$ cat config.mk
export PLATFORM = sky130hd
export DESIGN_NAME = ntdp_mul
export DESIGN_NICKNAME = d
export VERILOG_FILES = /design/src/hw/rtl/ntdp_pkg.sv /design/src/hw/rtl/ntdp_mul.sv
export SDC_FILE = /design/constraint.sdc
export NUM_CORES = 1
export LEC_CHECK = 0
export BUFFER_PORTS_ARGS = -buffer_cell sky130_fd_sc_hd__clkbuf_2
export CAP_MARGIN = 25
export CORE_AREA = 2 2 129 256
export DETAILED_ROUTE_END_ITERATION = 8
export DIE_AREA = 0 0 131 258
export GPL_TIMING_DRIVEN = 0
export PLACE_DENSITY = 0.72
export REMOVE_ABC_BUFFERS = 1
export SKIP_CTS_REPAIR_TIMING = 1
export SLEW_MARGIN = 10
export SYNTH_ARGS = -nofsm -noshare
export SYNTH_HDL_FRONTEND = slang
export SYNTH_SLANG_ARGS = --single-unit
$ cat constraint.sdc
create_clock -name i_clk -period 8.5 [get_ports i_clk]
set_clock_uncertainty 0.05 [all_clocks]
set_input_delay 1.7 -clock i_clk [delete_from_list [all_inputs] [get_ports i_clk]]
set_output_delay 1.7 -clock i_clk [all_outputs]
set_load 0.03 [all_outputs]
$ cat src/hw/rtl/ntdp_pkg.sv
// ============================================================================
// ntdp_pkg
// Shared types, constants and helpers of the neighbor table with distance
// pruning: table geometry, item codes, the stored record and write command.
// ============================================================================
`default_nettype none

package ntdp_pkg;

    // Table geometry.
    localparam int TABLE_ENTRIES = 32;
    localparam int TBL_AW        = (TABLE_ENTRIES > 1) ? $clog2(TABLE_ENTRIES) : 1;
    localparam int TBL_CW        = $clog2(TABLE_ENTRIES + 1);
    localparam logic [TBL_CW-1:0] TBL_N = TBL_CW'(TABLE_ENTRIES);

    // Field widths.
    localparam int ID_W   = 16;
    localparam int SPD_W  = 16;
    localparam int POS_W  = 32;
    localparam int TIM_W  = 32;
    localparam int DIST_W = 48;
    localparam int CNT_W  = 6;

    // Stream and configuration port widths.
    localparam int S_DATA_W = 240;
    localparam int S_USER_W = 2;
    localparam int M_DATA_W = 64;
    localparam int CFG_IW   = 8;
    localparam int CFG_DW   = 32;

    // Item codes carried in tuser.
    localparam logic [1:0] FN_HELLO  = 2'd0;
    localparam logic [1:0] FN_REMOVE = 2'd1;
    localparam logic [1:0] FN_PRUNE  = 2'd2;

    // Configuration register indexes.
    localparam logic [CFG_IW-1:0] CFG_OWN_SPEED = 8'd0;
    localparam logic [CFG_IW-1:0] CFG_OWN_TS    = 8'd1;

    // One neighbor record as held in the table memory.
    typedef struct packed {
        logic [SPD_W-1:0]  own_speed;
        logic [DIST_W-1:0] distance;
        logic [POS_W-1:0]  dst_y;
        logic [POS_W-1:0]  dst_x;
        logic [POS_W-1:0]  src_y;
        logic [POS_W-1:0]  src_x;
        logic [SPD_W-1:0]  speed;
        logic [ID_W-1:0]   node;
    } t_rec;

    // Write command from the sequencer to the table memory.
    typedef struct packed {
        logic              en;
        logic [TBL_AW-1:0] addr;
        t_rec              rec;
    } t_tbl_wr;

    // Low six bits of a table count, zero-extended when the count is narrower.
    function automatic logic [CNT_W-1:0] cnt_to_out(input logic [TBL_CW-1:0] c);
        logic [TBL_CW+CNT_W-1:0] w;
        w = {{CNT_W{1'b0}}, c};
        return w[CNT_W-1:0];
    endfunction

endpackage

`default_nettype wire

$ cat src/hw/rtl/ntdp_mul.sv
// ============================================================================
// ntdp_mul
// Shared 16 x 32 bit unsigned multiplier with a registered 48-bit product.
// ============================================================================
`default_nettype none

module ntdp_mul (
    input  wire logic                        i_clk,
    input  wire logic [ntdp_pkg::SPD_W-1:0]  i_a,
    input  wire logic [ntdp_pkg::TIM_W-1:0]  i_b,
    output logic      [ntdp_pkg::DIST_W-1:0] o_p
);
    import ntdp_pkg::*;

    logic [DIST_W-1:0] r_p;

    // The product is exact in 48 bits; one register after the multiply.
    always_ff @(posedge i_clk) begin
        r_p <= DIST_W'(i_a) * DIST_W'(i_b);
    end

    assign o_p = r_p;

endmodule

`default_nettype wire

Word-level counts from Yosys, hierarchy flattened
Cells that the tools add are included.

$mul: 1.

Operators by type and width (count): $mul 16x32->48 (1).

Flip-flop bits (word level): 48. Input bits: 49. Output and inout port bits: 48. Word-level logic and storage cells: 2.

Depth between registers and ports, before layout
Gate-level depths: netlist of run 1.

Word-level depth: 1. Mapped depth: 24. Mapped depth without buffers: 22.

Worst setup path before layout of run 1
No wires, ideal clock.

Path type: input to register. Start point: in i_a[7] in the netlist's numbering. End point: reg r_p[47], in the netlist o_p[47]. Setup time: 0.121 ns. Data arrival time: 7.067 ns. Required time: 8.329 ns. Setup slack: 1.263 ns. Cell stages on the path: 24. Path buffers: 2. Cells stage by stage: clkbuf_1 > nand2_1 > fa_1 > inv_1 > fa_1 > inv_1 > fa_1 > inv_1 > fa_1 > fa_1 > inv_1 > fa_1 > inv_1 > ha_1 > buf_2 > and3_1 > nand2_1 > o311ai_2 > and4b_4 > o22ai_4 > o21ai_2 > a21o_1 > a21oi_2 > xnor2_1.

Longest elaborated chain between the ends: 1.

RTL lines: start, declared (RTL line ntdp_mul.sv:9) `input wire logic [ntdp_pkg::SPD_W-1:0] i_a,`; $mul 16x32->48 (RTL line ntdp_mul.sv:19) `r_p <= DIST_W'(i_a) * DIST_W'(i_b);`; end signal, assigned (RTL line ntdp_mul.sv:19); end, declared (RTL line ntdp_mul.sv:15) `logic [DIST_W-1:0] r_p;`.

Every way passes these cells.

Final worst setup path of run 1
Ends and elaborated chain as after synthesis.

==> impl_results.md, run 1 <==
* Outcome: complete, no violations
* Initial DRC count at 613
* Initial Utilization at 0.540
* H-tree levels at 2
* Fin. max-slew vios at 0
* Detailed placement HPWL at 38400 um
* Crit path kind: input pin to register
* Largest net degree at the start of global routing at 33
* Synth top area share at 0.484
* Unique masters post-synth at 51
* Register area share after synthesis at 0.0556
* Grt total ovfl at 0
* Final-report hold violation count at 0
* Crit path cell chain: clkbuf_2, nand2_1, fa_1, inv_1, fa_1, inv_1, fa_1, inv_1, fa_1, fa_1, inv_1, fa_1, inv_1, ha_1, and3_1, nand2_1, o311ai_2, and4b_4, o22ai_4, o21ai_2, a21o_1, a21oi_2, xnor2_1
* Syn. warnings at 0
* Core area at 0.0320 mm^2
* Largest area contributor in the netlist: fa_1
* DRC errors left at 0
* Die ar. at 0.0338 mm^2
* Boundary pin count at 97
* Critical-path top delay cell: clkbuf_2
* Final setup fails at 0
* Tot GR Track Use at 0.304
* Max Cap Viol at 0
* Syn Std Cell Area at 0.0173 mm^2
* Critical path capture point type: register
* Diode count at 0
* Final wirelength at 48500 um
* Tcrit/Tclk final at 0.961
* Max stage delay on crit path at 0.63 ns
* Vias at 13400
* Critical Path Fanout Max at 32
* Kind of cell adding the most delay to the critical path: adder cells
* Unrepaired setup endpoints after global routing: false
* Number of global-route vias before repair at 15300
* Cell Rows at 93
* Cells after synthesis at 1947
* Top area cells in the synthesized netlist: fa_1 48%, inv_1 9.8%, ha_1 8.7%
* Worst Max-Slew Pin Slew at 0.953 ns
* CTS buffer count at 5
* Dominant register cell in the synthesized netlist: dfxtp_1
* Worst-path clk slew at 0.08 ns
* EDFF count, synth at 0
* Hold WC Path Type: input pin to register
* Startpoint types: input pin
* Per-cell routed wire length at 20.4 um
* FILL cells at 2903
* Clock Tree Buf Depth at 2
* Utilization after layout at 0.566
* Rel. slew slack at 0.365
* Worst EP required at 8.63 ns
* CTS tree: built
* Die Ht at 258 um
* Vias per Instance at 5.63
* Seq cells post-synth at 48
* Share of async-settable or async-resettable flops after synthesis at 0
* Antenna-violating nets left at 0
* Nets at 2542
* CTS Root Cell: clkbuf_16
* DR pass1 iterations at 6
* PortBufs at 96
* First-pass GRT wire length at 77200 um
* Clk sinks at 48
* Worst Path Arrival at 8.30 ns
* Min Tclk post-route at 8.17 ns
* Most used cell, CP: fa_1
* Initial antenna violation count at 0
* Max reg flops at 48
* Fmax at 122 MHz
* Avg Cell Area, Syn at 8.87 um^2
* GP Congestion at 0.972
* P&R area growth vs syn at 4.77%
* Die Span X at 131 um
* Buf+Inv Stages, Crit Path at 6
* Share of cells above drive strength 1 at 0.0608
-- synthesized netlist by cell type, types with 2 or more instances --
cell,n
a21oi_1,51
o21ai_0,27
fa_1,418
a31oi_1,11
o31ai_2,2
nor4_1,3
ha_1,120
nor2_1,24
o211ai_1,2
dfxtp_1,48
xor2_1,14
a31o_2,3
buf_2,4
and2_1,215
and3_1,5
and4_1,2
o21bai_1,11
o21a_1,4
xnor2_1,31
nand3_1,8
o41ai_2,2
nand2_1,333
a21boi_1,2
a2bb2oi_1,2
clkbuf_1,91
a21o_1,18
nand2b_1,4
inv_1,449
a21boi_0,2
nand4_1,10
nor3_1,5
a21oi_2,2
nor2b_1,6
-- final timing paths --
check,cells past startpoint,end,startpoint
worst max-delay path,23,o_p[47],i_a[7]
worst min-delay path,2,o_p[0],i_b[0]
-- layout by cell type (no fill, tap or decap), types with 14 or more instances in the layout --
cell type	instances
a21o_1	18
dfxtp_1	48
nand2_1	333
xnor2_1	31
inv_1	449
xor2_1	14
nor2_1	24
and2_1	215
o21ai_0	27
fa_1	418
ha_1	120
a21oi_1	51
clkbuf_2	96
-- per-layer routing --
layer / up-vias / GRT usage / share of wire
met2: 533 / 0.569 / 0.57
met5: - / 0 / 0
li1: 5704 / - / -
met3: 297 / 0.0290 / 0.037
met1: 6880 / 0.270 / 0.28
met4: 0 / 0.282 / 0.12
-- cell families after synthesis --
kind of cell             after synthesis  synth area share
XOR/XNOR                              45            0.0228
flip-flops                            48            0.0556
AND/OR/NAND/NOR                      620             0.173
buffers and inverters                544             0.118
AO/OA/AOI/OAI                        152            0.0587
adder cells (fa/ha/maj)              538             0.571
-- metrics by stage --
step	area, um^2	setup slack (ns)	hold slack (ns)	TNS, ns	cells
2_1_floorplan	16900	1.54	1.77	0	1852
4_1_cts	18100	0.276	1.85	0	2383
5_1_grt	18100	0.0355	1.85	0	2383
3_3_place_gp	17900	0.0561	2.09	0	2375
3_5_place_dp	17900	-0.0225	2.09	-0.0225	2375
6_report	18100	0.330	1.83	0	2383
-- final cells by class --
cell class	count	area, um^2	area share
inverter	449	1690	0.0931
timing repair buffer	96	480	0.0265
clock buffer	5	125	0.00691
multi-input combinational	1355	14300	0.788
clock inverter	3	46.3	0.00256
tap	427	534	0.0295
sequential	48	961	0.0531
Power of run 1 is left out: the tool's default activity adds up to more than one toggle a clock period on the data nets, which glitch-free logic cannot reach.
==> inputs of run 2 (changes only) <==
--- a/config.mk
+++ b/config.mk
@@ -11,7 +11,7 @@
 export DETAILED_ROUTE_END_ITERATION = 8
 export DIE_AREA = 0 0 131 258
 export GPL_TIMING_DRIVEN = 0
-export PLACE_DENSITY = 0.72
+export PLACE_DENSITY = 0.79
 export REMOVE_ABC_BUFFERS = 1
 export SKIP_CTS_REPAIR_TIMING = 1
 export SLEW_MARGIN = 10
==> run 2 against run 1 <==
Net effect: critical path depth fell by 2; first-iteration DRC count rose by 14%; flip-flop and latch count did not move; worst hold slack got worse by 0.0069 ns.
==> impl_results.md, run 2 (same netlist as run 1, synthesis figures left out) <==
* Final setup fails at 0
* Vias at 13500
* Utilization after layout at 0.565
* Core area at 0.0320 mm^2
* Crit path kind: input pin to register
* Number of global-route vias before repair at 15600
* Max stage delay on crit path at 0.59 ns
* Rel. slew slack at 0.449
* Tcrit/Tclk final at 0.982
* Commonest non-fill, non-tap cell in the layout: inv_1
* Buf+Inv Stages, Crit Path at 4
* Startpoint types: input pin
* Largest net degree at the start of global routing at 33
* Antenna-violating nets left at 0
* Die ar. at 0.0338 mm^2
* Initial Utilization at 0.540
* Initial DRC count at 697
* Min Tclk post-route at 8.35 ns
* Unrepaired setup endpoints after global routing: false
* Worst EP required at 8.65 ns
* Grt total ovfl at 0
* H-tree levels at 2
* Inst Count DP at 2375
* CTS tree: built
* DRC errors left at 0
* Most frequent cells in the layout: 449 x inv_1, 418 x fa_1, 333 x nand2_1
* Worst Path Arrival at 8.50 ns
* Critical path capture point type: register
* Critical-path top delay cell: buf_2
* Detailed placement HPWL at 38100 um
* CTS Root Cell: clkbuf_16
* GP Congestion at 0.941
* Outcome: complete, no violations
* Critical Path Fanout Max at 32
* Max Cap Viol at 0
* Die Ht at 258 um
* Setup ws final at 0.152 ns
* Clock Tree Buf Depth at 2
* First-pass GRT wire length at 75200 um
* Crit path cell chain: buf_2, nand2_1, fa_1, inv_1, fa_1, fa_1, fa_1, fa_1, inv_1, fa_1, inv_1, ha_1, nand2_1, nor2_1, nand4_1, a21oi_1, o31ai_2, o41ai_2, a21boi_1, o21bai_1, xor2_1
* P&R area growth vs syn at 4.62%
* Pre-CTS setup slack at -0.0789 ns
* Share of cells above drive strength 1 at 0.0604
* Final setup TNS at 0 ns
* Cell Rows at 93
* Final wirelength at 46600 um
* Boundary pin count at 97
* Tot GR Track Use at 0.292
* Die Span X at 131 um
* Vias per Instance at 5.65
* Max reg flops at 48
* DR pass1 iterations at 5
* PortBufs at 96
* Non-Filler Instances at 2382
* Final-report hold violation count at 0
* Most used cell, CP: fa_1
* Fmax at 120 MHz
* Fin. max-slew vios at 0
* Hold WC Path Type: input pin to register
* Clk sinks at 48
* Worst Max-Slew Pin Slew at 0.827 ns
* Initial antenna violation count at 0
* CTS buffer count at 5
* Worst-path clk slew at 0.08 ns
* Diode count at 0
* Nets at 2542
* Per-cell routed wire length at 19.6 um
* Kind of cell adding the most delay to the critical path: adder cells
==> run 2: stage by stage <==
| stage | hold slack (ns) | cell area (um^2) |
|---|---|---|
| global route | 1.84 | 18100 |
| global placement | 2.09 | 17900 |
| floorplan | 1.77 | 16900 |
| CTS | 1.83 | 18100 |
| detailed placement | 2.09 | 17900 |
| finish | 1.82 | 18100 |
==> run 2: layer usage <==
layer / track usage / share of wire / up-vias / routed length, um
met2: 0.566 / 0.58 / 599 / 27100
li1: - / - / 5705 / -
met3: 0.0288 / 0.043 / 297 / 1980
met5: 0 / 0 / - / 0
met1: 0.260 / 0.28 / 6853 / 13100
met4: 0.231 / 0.094 / 0 / 4380
==> run 2: worst paths after layout <==
path | endpoint | depth (start not counted) | start | slack (ns)
max | o_p[38] | 21 | i_a[10] | 0.15
min | o_p[0] | 2 | i_b[0] | 1.82
==> run 2: area by class of cell <==
type / count / area (um^2)
inverters: 449 / 1690
flip-flops and latches: 48 / 961
clock buffers: 5 / 125
fillers: 2772 / 13900
clock inverters: 2 / 12.5
well taps: 427 / 534
repair buffers: 96 / 488
multi-input cells: 1355 / 14300
Power of run 2 is left out for the same reason.
==> inputs of run 3 (changes only) <==
--- a/config.mk
+++ b/config.mk
@@ -5,11 +5,12 @@
 export SDC_FILE = /design/constraint.sdc
 export NUM_CORES = 1
 export LEC_CHECK = 0
+export ABC_AREA = 1
 export BUFFER_PORTS_ARGS = -buffer_cell sky130_fd_sc_hd__clkbuf_2
 export CAP_MARGIN = 25
-export CORE_AREA = 2 2 129 256
+export CORE_AREA = 2 2 134 267
 export DETAILED_ROUTE_END_ITERATION = 8
-export DIE_AREA = 0 0 131 258
+export DIE_AREA = 0 0 136 269
 export GPL_TIMING_DRIVEN = 0
 export PLACE_DENSITY = 0.79
 export REMOVE_ABC_BUFFERS = 1
==> run 3 against run 2 <==
Net effect: wire length fell by 3.0%; count of clock-buffer cells in the layout did not move; area after synthesis rose by 8.5%; synthesized cell count rose by 33%; critical endpoint is now o_p[47]; die area rose by 8.2%; highest routed layer unchanged.
==> impl_results.md, run 3 <==
* Initial antenna violation count at 0
* Cell Rows at 97
* Die Ht at 269 um
* Buf+Inv Stages, Crit Path at 7
* Met1 global-route usage at 0.349
* M2 GR Usage at 0.465
* Antenna-violating nets left at 0
* Per-cell routed wire length at 15.0 um
* EDFF count, synth at 0
* Max Cap Viol at 0
* Kind of cell adding the most delay to the critical path: adder cells
* H-tree levels at 2
* Syn Std Cell Area at 0.0188 mm^2
* Max stage delay on crit path at 0.67 ns
* Clk sinks at 48
* Startpoint types: input pin
* GP Congestion at 0.966
* Final setup TNS at 0 ns
* Die ar. at 0.0366 mm^2
* Rel. slew slack at 0.377
* Most frequent cells in the layout: 858 x nand2_1, 815 x inv_1, 418 x fa_1
* Initial Utilization at 0.540
* Seq cells post-synth at 48
* Crit path kind: input pin to register
* Clock Tree Buf Depth at 2
* Worst Path Arrival at 7.35 ns
* Crit path cell chain: clkbuf_2, nand2_1, fa_1, inv_1, fa_1, inv_1, fa_1, inv_1, fa_1, fa_1, inv_1, fa_1, inv_1, ha_1, nand2_1, nor2_1, inv_2, nor2_4, nand2_1, nor2_1, nand2_1, nand3_1, nand2_1, nand2_1
* Die Span X at 136 um
* Critical path capture point type: register
* Final setup fails at 0
* Vias at 15200
* PortBufs at 96
* Share of async-settable or async-resettable flops after synthesis at 0
* Grt total ovfl at 0
* Critical path origin: i_a[2]
* Commonest non-fill, non-tap cell in the layout: nand2_1
* CP endpoint: o_p[47]
* Critical Path Fanout Max at 32
* Register area share after synthesis at 0.0512
* Hold WC Path Type: input pin to register
* Syn. warnings at 0
* Nets at 3159
* Share of cells above drive strength 1 at 0.0571
* Tot GR Track Use at 0.268
* CTS Root Cell: clkbuf_16
* Met3 Use GR at 0.0220
* Vias per Instance at 5.04
* Diode count at 0
* DRC errors left at 0
* First-pass GRT wire length at 78000 um
* Worst EP required at 8.69 ns
* Worst-path clk slew at 0.06 ns
* Fin. max-slew vios at 0
* Core area at 0.0347 mm^2
* Worst Max-Slew Pin Slew at 0.935 ns
* Tcrit/Tclk final at 0.842
* Most frequent cells after synthesis: 858 x nand2_1, 815 x inv_1, 418 x fa_1, 120 x ha_1, 112 x clkbuf_1
* Outcome: complete, no violations
* Max reg flops at 48
* Hold_ws at 1.91 ns
* Dominant register cell in the synthesized netlist: dfxtp_1
* Unique masters post-synth at 25
* Boundary pin count at 97
* Final wirelength at 45200 um
* Fmax at 140 MHz
* Gr busiest metal: met2
* Detailed placement HPWL at 38100 um
* Critical-path top delay cell: clkbuf_2
* Most frequent cell after synthesis: nand2_1
* CTS tree: built
* Largest net degree at the start of global routing at 33
* Cells after synthesis at 2581
* Unrepaired setup endpoints after global routing: false
* Final-report hold violation count at 0
* Synth top area share at 0.446
* P&R area growth vs syn at 4.20%
* Avg Cell Area, Syn at 7.27 um^2
* Initial DRC count at 844
* DR pass1 iterations at 5
* Total number of cells along the worst setup path at 24
* Largest area contributor in the netlist: fa_1
* Top area cells in the synthesized netlist: fa_1 45%, nand2_1 17%, inv_1 16%
* CTS buffer count at 5
* Min Tclk post-route at 7.16 ns
* Number of global-route vias before repair at 16500
## run 3: cell types whose count changed after synthesis, moves of 10 or more
cell      change
a21oi_1      -23
nand3_1      +24
nor2_2       +11
nand3_2      +10
xnor2_1      -25
o21ai_0      -26
nand2_2      +11
and2_1      -214
clkbuf_1     +21
a21o_1       -17
inv_1       +366
nand2_1     +525
nor2_1       +33
## run 3: final cells by class
| type | count | area, um^2 |
|---|---|---|
| Clock buffer | 5 | 125 |
| Tap cell | 445 | 557 |
| Clock inverter | 3 | 46.3 |
| Fill cell | 3272 | 15200 |
| Sequential cell | 48 | 961 |
| Timing Repair Buffer | 96 | 480 |
| Inverter | 820 | 3080 |
| Multi-Input combinational cell | 1601 | 14300 |
## run 3: worst min-delay path by stage
stage,start,end,slack (ns),cells after the start
floorplan,i_a[0],o_p[0],1.74,2
global placement,o_p[7],o_p[7],2.09,1
detailed placement,o_p[15],o_p[15],2.09,1
CTS,i_b[0],o_p[0],1.89,3
global route,i_b[0],o_p[0],1.97,3
finish,i_b[0],o_p[0],1.91,3
## run 3: metal layers
| layer | share of wire | vias up |
|---|---|---|
| met5 | 0 | - |
| met4 | 0.032 | 0 |
| met3 | 0.062 | 118 |
| met2 | 0.50 | 592 |
| met1 | 0.41 | 7471 |
| li1 | - | 7037 |
## run 3: kinds of logic (layout without fill, tap and decap cells)
kind of cell,after synthesis,after routing,share of synthesized area
AO/OA/AOI/OAI,39,39,0.0115
XOR/XNOR,28,28,0.0131
flip-flops,48,48,0.0512
buffers and inverters,932,924,0.187
AND/OR/NAND/NOR,996,996,0.211
adder cells (fa/ha/maj),538,538,0.526
## run 3: metrics by stage
step | cells | util | setup WS [ns] | cell area [um^2]
detailed placement | 3010 | 0.558 | 1.12 | 19400
CTS | 3018 | 0.563 | 1.41 | 19500
global route | 3018 | 0.563 | 0.946 | 19500
floorplan | 2469 | - | 2.30 | 18300
global placement | 3010 | 0.558 | 1.15 | 19400
finish | 3018 | 0.563 | 1.34 | 19500
Power of run 3 is left out for the same reason.
